File: config.mk
export PLATFORM = sky130hd
export DESIGN_NAME = composition_unrank_decoder_unit
export DESIGN_NICKNAME = d
export VERILOG_FILES = /design/src/cud_pkg.sv /design/src/composition_unrank_decoder_unit.sv
export VERILOG_INCLUDE_DIRS = /design/src /design/src/src
export SDC_FILE = /design/constraint.sdc
export NUM_CORES = 2
export LEC_CHECK = 0
export ABC_CLOCK_PERIOD_IN_PS = 24500
export BUFFER_PORTS_ARGS = -buffer_cell sky130_fd_sc_hd__buf_2
export CORE_ASPECT_RATIO = 1.5
export CORE_MARGIN = 5
export CORE_UTILIZATION = 55
export CTS_BUF_LIST = sky130_fd_sc_hd__clkbuf_16
export CTS_CLUSTER_SIZE = 8
export DETAILED_ROUTE_END_ITERATION = 7
export GPL_TIMING_DRIVEN = 0
export PLACE_DENSITY = 0.76
export SLEW_MARGIN = 20
export SYNTH_ARGS = -nofsm -noshare
export SYNTH_HDL_FRONTEND = slang
export SYNTH_SLANG_ARGS = --single-unit
File: constraint.sdc
create_clock -name aclk -period 24.5 [get_ports aclk]
set_input_delay 3.675 -clock aclk [delete_from_list [all_inputs] [get_ports aclk]]
set_output_delay 3.675 -clock aclk [all_outputs]
set_load 0.03 [all_outputs]
File: src/composition_unrank_decoder_unit_assert.svh
// ----------------------------------------------------------------------------
// Composition unrank decoder assertion macros
// Shared assertion forms for the decoder: a same-cycle implication and a
// next-cycle implication, both clocked and gated by the active-low reset.
// ----------------------------------------------------------------------------
`ifndef COMPOSITION_UNRANK_DECODER_UNIT_ASSERT_SVH
`define COMPOSITION_UNRANK_DECODER_UNIT_ASSERT_SVH

// The consequent must hold in the same cycle as the antecedent.
`define CUD_ASSERT_SAME(label, clk, rstn, ante, cons) \
    label: assert property (@(posedge clk) disable iff (!rstn) (ante) |-> (cons)) \
        else $error("cud: same-cycle check failed");

// The consequent must hold in the cycle after the antecedent.
`define CUD_ASSERT_NEXT(label, clk, rstn, ante, cons) \
    label: assert property (@(posedge clk) disable iff (!rstn) (ante) |=> (cons)) \
        else $error("cud: next-cycle check failed");

`endif

File: src/cud_pkg.sv
// ----------------------------------------------------------------------------
// Composition unrank decoder package
// Field widths, register indexes, status codes and parameter defaults.
// ----------------------------------------------------------------------------
package cud_pkg;

    // Field widths of the beats and of the configuration port.
    localparam int CODE_W        = 64;
    localparam int COUNT_W       = 4;
    localparam int UNITS_W       = 9;
    localparam int STATUS_W      = 2;
    localparam int CFG_IDX_W     = 4;
    localparam int CFG_DATA_W    = 9;
    localparam int PART_LIMIT_W  = 4;

    // Parameter defaults.
    localparam int DEF_MAX_PARTS = 8;
    localparam int DEF_MAX_UNITS = 256;

    // Register indexes.
    localparam logic [CFG_IDX_W-1:0] CFG_UNIT_SUM   = 4'd0;
    localparam logic [CFG_IDX_W-1:0] CFG_PART_LIMIT = 4'd1;

    // Reset values of the registers.
    localparam logic [CFG_DATA_W-1:0]   RST_UNIT_SUM   = 9'd256;
    localparam logic [PART_LIMIT_W-1:0] RST_PART_LIMIT = 4'd8;

    // Result status codes.
    localparam logic [STATUS_W-1:0] STATUS_OK        = 2'd0;
    localparam logic [STATUS_W-1:0] STATUS_BAD_COUNT = 2'd1;
    localparam logic [STATUS_W-1:0] STATUS_BAD_CODE  = 2'd2;

endpackage

File: src/composition_unrank_decoder_unit.sv
// ----------------------------------------------------------------------------
// Composition unrank decoder
// Unranks a lexicographic code into a composition of the configured unit
// sum over the requested number of parts and streams one unit count per part.
// ----------------------------------------------------------------------------
// Usage:
//   Input beats (s_code, s_part_count) are taken on s_valid and s_ready.
//   Each accepted beat yields one result beat per part (m_units, m_status,
//   m_last) in part order, with m_last on the final one, or a single error
//   beat (units 0, status 1 or 2, last 1). The unit sum (index 0) and the
//   part limit (index 1) are written over the cfg_ channel, which is
//   always ready; other indexes are ignored.
// Operation:
//   The block holds one item at a time. It first builds a column of
//   composition counts on the single 64-bit add/subtract unit, then
//   scans candidates: every unit given to a part lowers the column of
//   counts for the parts after it, on that same unit.
// Reset and stalls:
//   Reset restores a unit sum of 256 and a part limit of 8 and drops any
//   item in flight. The result register and the emit states hold while
//   m_ready is low; the next item may be taken while the final beat is held.
// ----------------------------------------------------------------------------
`include "composition_unrank_decoder_unit_assert.svh"

module composition_unrank_decoder_unit #(
    parameter int MAX_PARTS = cud_pkg::DEF_MAX_PARTS,
    parameter int MAX_UNITS = cud_pkg::DEF_MAX_UNITS
) (
    input  logic                            aclk,
    input  logic                            aresetn,
    // Configuration write channel.
    input  logic                            cfg_valid,
    output logic                            cfg_ready,
    input  logic [cud_pkg::CFG_IDX_W-1:0]   cfg_index,
    input  logic [cud_pkg::CFG_DATA_W-1:0]  cfg_data,
    // Input channel.
    input  logic                            s_valid,
    output logic                            s_ready,
    input  logic [cud_pkg::CODE_W-1:0]      s_code,
    input  logic [cud_pkg::COUNT_W-1:0]     s_part_count,
    // Result channel.
    output logic                            m_valid,
    input  logic                            m_ready,
    output logic [cud_pkg::UNITS_W-1:0]     m_units,
    output logic [cud_pkg::STATUS_W-1:0]    m_status,
    output logic                            m_last
);
    import cud_pkg::*;

    localparam int IDX_W  = $clog2(MAX_PARTS);
    localparam int UNIT_W = $clog2(MAX_UNITS + 1);

    typedef enum logic [2:0] {
        ST_IDLE,
        ST_INIT_ADD,
        ST_CHECK,
        ST_SCAN,
        ST_DESC,
        ST_EMIT_PART,
        ST_EMIT_LAST,
        ST_EMIT_ERR
    } state_t;

    // Configuration registers.
    logic [CFG_DATA_W-1:0]    unit_sum_reg;
    logic [PART_LIMIT_W-1:0]  part_limit_reg;

    // Sequencer state and working registers.
    state_t                state_reg,    state_next;
    logic [CODE_W-1:0]     code_reg,     code_next;
    logic [CODE_W-1:0]     held_reg,     held_next;
    logic [IDX_W-1:0]      parts_m1_reg, parts_m1_next;
    logic [IDX_W-1:0]      rest_reg,     rest_next;
    logic [IDX_W-1:0]      j_reg,        j_next;
    logic [UNIT_W-1:0]     left_reg,     left_next;
    logic [UNIT_W-1:0]     u_reg,        u_next;
    logic [STATUS_W-1:0]   err_reg,      err_next;

    // Column of composition counts: entry i holds the count for i+1 parts
    // over the units currently left.
    logic [CODE_W-1:0]     tab_reg [MAX_PARTS];
    logic                  tab_fill;
    logic                  tab_we;
    logic [IDX_W-1:0]      tab_waddr;
    logic [IDX_W-1:0]      rd_idx;
    logic [CODE_W-1:0]     rd_data;

    // Result register.
    logic                  m_valid_reg,  m_valid_next;
    logic [UNITS_W-1:0]    m_units_reg,  m_units_next;
    logic [STATUS_W-1:0]   m_status_reg, m_status_next;
    logic                  m_last_reg,   m_last_next;

    // Shared add/subtract unit.
    logic [CODE_W-1:0]     alu_a;
    logic [CODE_W-1:0]     alu_b;
    logic                  alu_sub;
    logic [CODE_W-1:0]     alu_res;
    logic                  alu_carry;
    logic                  alu_borrow;

    logic                  out_free;
    logic                  bad_count;

    assign cfg_ready = 1'b1;
    assign s_ready   = (state_reg == ST_IDLE);
    assign m_valid   = m_valid_reg;
    assign m_units   = m_units_reg;
    assign m_status  = m_status_reg;
    assign m_last    = m_last_reg;

    assign out_free  = !m_valid_reg || m_ready;
    assign rd_data   = tab_reg[rd_idx];

    // The one arithmetic unit: a + b, or a - b with a borrow flag.
    assign {alu_carry, alu_res} = {1'b0, alu_a} + {1'b0, (alu_sub ? ~alu_b : alu_b)}
                                  + (CODE_W + 1)'(alu_sub);
    assign alu_borrow = alu_sub && !alu_carry;

    // Part count or configuration that cannot be decoded.
    assign bad_count = (s_part_count == '0) ||
                       (s_part_count > part_limit_reg) ||
                       (part_limit_reg > PART_LIMIT_W'(MAX_PARTS)) ||
                       (unit_sum_reg == '0) ||
                       (unit_sum_reg > CFG_DATA_W'(MAX_UNITS));

    // Configuration writes; unknown indexes are dropped.
    always_ff @(posedge aclk) begin
        if (!aresetn) begin
            unit_sum_reg   <= RST_UNIT_SUM;
            part_limit_reg <= RST_PART_LIMIT;
        end else if (cfg_valid && cfg_ready) begin
            case (cfg_index)
                CFG_UNIT_SUM:   unit_sum_reg   <= cfg_data;
                CFG_PART_LIMIT: part_limit_reg <= cfg_data[PART_LIMIT_W-1:0];
                default: ;
            endcase
        end
    end

    // Sequencer next-state logic.
    always_comb begin
        state_next    = state_reg;
        code_next     = code_reg;
        held_next     = held_reg;
        parts_m1_next = parts_m1_reg;
        rest_next     = rest_reg;
        j_next        = j_reg;
        left_next     = left_reg;
        u_next        = u_reg;
        err_next      = err_reg;
        tab_fill      = 1'b0;
        tab_we        = 1'b0;
        tab_waddr     = j_reg;
        rd_idx        = '0;
        alu_a         = code_reg;
        alu_b         = rd_data;
        alu_sub       = 1'b1;
        m_valid_next  = m_valid_reg && !m_ready;
        m_units_next  = m_units_reg;
        m_status_next = m_status_reg;
        m_last_next   = m_last_reg;

        case (state_reg)
            // Take a beat, check it and seed the count column with ones.
            ST_IDLE: begin
                if (s_valid) begin
                    code_next     = s_code;
                    parts_m1_next = IDX_W'(s_part_count - COUNT_W'(1));
                    j_next        = IDX_W'(1);
                    held_next     = CODE_W'(1);
                    tab_fill      = 1'b1;
                    if (bad_count) begin
                        err_next   = STATUS_BAD_COUNT;
                        state_next = ST_EMIT_ERR;
                    end else if (s_part_count == COUNT_W'(1)) begin
                        left_next  = UNIT_W'(unit_sum_reg);
                        state_next = ST_CHECK;
                    end else begin
                        left_next  = '0;
                        state_next = ST_INIT_ADD;
                    end
                end
            end

            // Raise the column by one unit per pass: entry j += entry j-1.
            ST_INIT_ADD: begin
                rd_idx    = j_reg;
                alu_a     = rd_data;
                alu_b     = held_reg;
                alu_sub   = 1'b0;
                tab_we    = 1'b1;
                held_next = alu_res;
                if (j_reg == parts_m1_reg) begin
                    j_next    = IDX_W'(1);
                    held_next = CODE_W'(1);
                    left_next = left_reg + UNIT_W'(1);
                    if (UNIT_W'(left_reg + UNIT_W'(1)) == UNIT_W'(unit_sum_reg)) begin
                        state_next = ST_CHECK;
                    end
                end else begin
                    j_next = j_reg + IDX_W'(1);
                end
            end

            // The code must lie below the number of compositions.
            ST_CHECK: begin
                rd_idx = parts_m1_reg;
                if (!alu_borrow) begin
                    err_next   = STATUS_BAD_CODE;
                    state_next = ST_EMIT_ERR;
                end else begin
                    rest_next = parts_m1_reg;
                    u_next    = '0;
                    if (parts_m1_reg == '0) begin
                        state_next = ST_EMIT_LAST;
                    end else begin
                        state_next = ST_SCAN;
                    end
                end
            end

            // Try one more unit for this part: skip its block of codes.
            ST_SCAN: begin
                rd_idx = rest_reg - IDX_W'(1);
                if ((left_reg == '0) || alu_borrow) begin
                    state_next = ST_EMIT_PART;
                end else begin
                    code_next = alu_res;
                    u_next    = u_reg + UNIT_W'(1);
                    left_next = left_reg - UNIT_W'(1);
                    held_next = rd_data;
                    j_next    = rest_reg - IDX_W'(1);
                    if (rest_reg != IDX_W'(1)) begin
                        state_next = ST_DESC;
                    end
                end
            end

            // Lower the column by one unit, top entry first:
            // entry j -= old entry j-1.
            ST_DESC: begin
                rd_idx    = j_reg - IDX_W'(1);
                alu_a     = held_reg;
                tab_we    = 1'b1;
                held_next = rd_data;
                if (j_reg == IDX_W'(1)) begin
                    state_next = ST_SCAN;
                end else begin
                    j_next = j_reg - IDX_W'(1);
                end
            end

            // Hand out the units of one part and move to the next part.
            ST_EMIT_PART: begin
                if (out_free) begin
                    m_valid_next  = 1'b1;
                    m_units_next  = UNITS_W'(u_reg);
                    m_status_next = STATUS_OK;
                    m_last_next   = 1'b0;
                    rest_next     = rest_reg - IDX_W'(1);
                    u_next        = '0;
                    if (rest_reg == IDX_W'(1)) begin
                        state_next = ST_EMIT_LAST;
                    end else begin
                        state_next = ST_SCAN;
                    end
                end
            end

            // The last part takes every unit that is left.
            ST_EMIT_LAST: begin
                if (out_free) begin
                    m_valid_next  = 1'b1;
                    m_units_next  = UNITS_W'(left_reg);
                    m_status_next = STATUS_OK;
                    m_last_next   = 1'b1;
                    state_next    = ST_IDLE;
                end
            end

            // A single error beat ends the item.
            ST_EMIT_ERR: begin
                if (out_free) begin
                    m_valid_next  = 1'b1;
                    m_units_next  = '0;
                    m_status_next = err_reg;
                    m_last_next   = 1'b1;
                    state_next    = ST_IDLE;
                end
            end

            default: begin
                state_next = ST_IDLE;
            end
        endcase
    end

    // State, working registers, count column and result register.
    always_ff @(posedge aclk) begin
        if (!aresetn) begin
            state_reg   <= ST_IDLE;
            m_valid_reg <= 1'b0;
        end else begin
            state_reg   <= state_next;
            m_valid_reg <= m_valid_next;
        end
        code_reg     <= code_next;
        held_reg     <= held_next;
        parts_m1_reg <= parts_m1_next;
        rest_reg     <= rest_next;
        j_reg        <= j_next;
        left_reg     <= left_next;
        u_reg        <= u_next;
        err_reg      <= err_next;
        m_units_reg  <= m_units_next;
        m_status_reg <= m_status_next;
        m_last_reg   <= m_last_next;
        if (tab_fill) begin
            for (int i = 0; i < MAX_PARTS; i++) begin
                tab_reg[i] <= CODE_W'(1);
            end
        end else if (tab_we) begin
            tab_reg[tab_waddr] <= alu_res;
        end
    end

    // An accepted beat keeps the input side closed in the following cycle.
    `CUD_ASSERT_NEXT(a_busy_after_accept, aclk, aresetn, s_valid && s_ready, !s_ready)

    // Every error beat closes its item.
    `CUD_ASSERT_SAME(a_error_is_last, aclk, aresetn, m_valid && (m_status != STATUS_OK), m_last)

    // The candidate scan only runs for a part that has parts after it.
    `CUD_ASSERT_SAME(a_scan_has_rest, aclk, aresetn, state_reg == ST_SCAN, rest_reg != '0)

endmodule

==> reports/summary.txt <==
GP Congestion: 0.989
Clock transition at path regs: 0.05 ns
Drt drc: 0
CP cell instances: nand3b_1 > nor2_1 > a211oi_1 > clkbuf_1 > clkbuf_1 > clkbuf_1 > nand2_1 > nand3_1 > nand2_1 > o21ai_0 > o21ai_0 > ha_1 > and2_1 > o311ai_1 > a31oi_1 > a221oi_2 > o21a_1 > o21ai_0 > nand2_1 > o41ai_1 > a21boi_0 > xor2_1 > o21ai_0
Buffer depth of the longest clock path: 3
Slowest Stage Delay on Critical Path: 0.94 ns
Worst Path Max Fanout: 10
Clock Skew: 0.0362 ns
YS warnings: 0
Share of cells above drive strength 1: 6.75%
Netlist cell types: 79
Setup TNS: 0 ns
Most instantiated cells after synthesis: nand2_1, edfxtp_1, nor2_1
# setup viols final: 0
Hold Path Class: reg2reg
Main synth FF type: edfxtp_1
Met1 Track Usage GR: 38.9%
Die H: 326 µm
Routed Antenna Nets: 0
Max-capacitance violation count: 0
CP Capture Type: flop
IO Count: 101
Max-slew headroom: 9.99%
Global routing's busiest layer: met2
Max reg flops: 512
CTS tree: built
Largest net degree at the start of global routing: 42
Detailed Routing Iterations Pass 1: 7
Post-synth top area cell: edfxtp_1
Final number of max-transition violations: 0
Met3 global-route usage: 7.48%
GRT overflow: 0
Root Buffer: clkbuf_16
Vias in the first global route: 31671
Setup bufs post-CTS: 0
Initial antenna violation count: 3
Sequential element share of the synthesized area: 56.8%
Synth area leaders: edfxtp_1, nand2_1, nor2_1, nand3_1, o21ai_0
First-pass GRT wire length: 186000 µm
Hold slack: 0.498 ns
Post-Syn Area per Cell: 9.33 µm²
Post-Syn Area: 36600 µm²
Cells after Synth: 3919
CTS Buf Count: 97
#FFs+latches synth: 698
CP Data Arrival Time: 10.79 ns
RSZ-0062 raised after global routing: false
Placeable Area: 65800 µm²
Worst Max-Slew Pin Slew: 1.35 ns
1st-iter DRT viols: 3965
GRT Total Usage: 34.5%
CP max-delay cell: o41ai_1
CTS resizes: 0
Status: complete, no violations
DPL Wire Length: 88100 µm
Critical Path RT: 24.87 ns
Final worst path period share: 42.5%
Initial Utilization: 55.6%
CTS Sinks: 698
Fmax achieved: 0.0959 GHz
Die width: 221 µm
Routed via count: 31549
Clock Latency Late Sink: 0.68 ns
Hold_buf cts: 0
Post-synth top area share: 55.9%
P&R area growth vs syn: 12.8%
Hold Violations, Final: 0
IO Port Bufs: 99
Routed WL: 126000 µm
EDFF count, synth: 681
Synth async-reset ratio: 0%
CP most frequent cell: o21ai_0
Nets: 4300
Mean routed wirelength per cell: 25.0 µm
Net Count, Synth: 4085
Vias/cell: 6.27
CP Class: reg2reg
Top-count cell post-synth: nand2_1
Die area: 71900 µm²
H-tree Lvls: 3
Row count: 115
M2 GR Usage: 57.2%
Final Critical Period: 10.42 ns
Critical Path Start Type: flop
-- critical path, delay by kind of cell (launching register included) --
| family | cells | cell delay (ns) |
|---|---|---|
| adders and majority gates | 1 | 0.42 |
| xor gates and xnor gates | 1 | 0.84 |
| AOI/OAI and AO/OA | 11 | 4.25 |
| buffers and inverters | 3 | 2.36 |
| and+or+nand+nor | 7 | 1.77 |
| DFF | 1 | 0.48 |
-- path summary, 6_finish.rpt --
| check | startpoint | end | slack (ns) | depth (start not counted) |
|---|---|---|---|---|
| setup / recovery | state_reg[2] | code_reg[58] | 14.08 | 23 |
| hold / removal | part_limit_reg[3] | part_limit_reg[3] | 0.50 | 2 |
| setup reg to reg | state_reg[2] | code_reg[58] | 14.08 | 23 |
| hold reg to reg | part_limit_reg[3] | part_limit_reg[3] | 0.50 | 2 |
-- kinds of logic (layout without fill, tap and decap cells) --
logic type | Yosys count | in the layout | synth area share [%]
AOI/OAI and AO/OA | 647 | 647 | 10.7
xor gates and xnor gates | 94 | 94 | 2.50
adders and majority gates | 80 | 80 | 2.76
buffers and inverters | 315 | 546 | 3.27
DFF | 698 | 698 | 56.8
muxes | 17 | 17 | 0.465
other | 1 | 4 | 0.0103
and+or+nand+nor | 2067 | 2067 | 23.4
-- per-stage QoR --
step                instance area [µm²]  cells  utilization, %  worst slack [ns]
finish                            41200   5030            62.7             14.08
global route                      41200   5027            62.7             13.82
CTS                               41200   5027            62.7             14.45
detailed placement                38600   4912            58.8             14.52
global placement                  38200   4895            58.0              9.58
floorplan                         36600   3919               -             15.50
-- placed cells by master (no fill, tap or decap), types with 21 or more instances in the layout --
master     count
clkbuf_16    100
clkbuf_1     212
nor3_1        21
a22oi_1       64
xor2_1        33
nand3_1      343
nor2_1       588
buf_2        107
inv_1         58
nand2_1      981
a21o_1        44
xnor2_1       47
nand4_1       30
o21ai_0      309
a21oi_1       94
nor2b_1       26
buf_1         40
ha_1          79
edfxtp_1     681
-- layer usage --
| metal | routed length (µm) | vias up |
|---|---|---|
| li1 | - | 14030 |
| met4 | 11200 | 0 |
| met3 | 12200 | 598 |
| met5 | 0 | - |
| met1 | 42000 | 14924 |
| met2 | 60500 | 1997 |
-- area by class of cell --
class | count | area, µm²
clock inverter | 15 | 73.8
sequential | 698 | 20800
timing repair buffer | 116 | 868
inverter | 47 | 176
clock buffer | 100 | 2500
fill | 5539 | 24500
antenna | 3 | 7.51
buffer | 268 | 1030
multi-input combinational | 2906 | 14700
tap | 877 | 1100
Power is not shown: default switching activity piles up to over one toggle a cycle in this logic, so the estimate is an artifact.
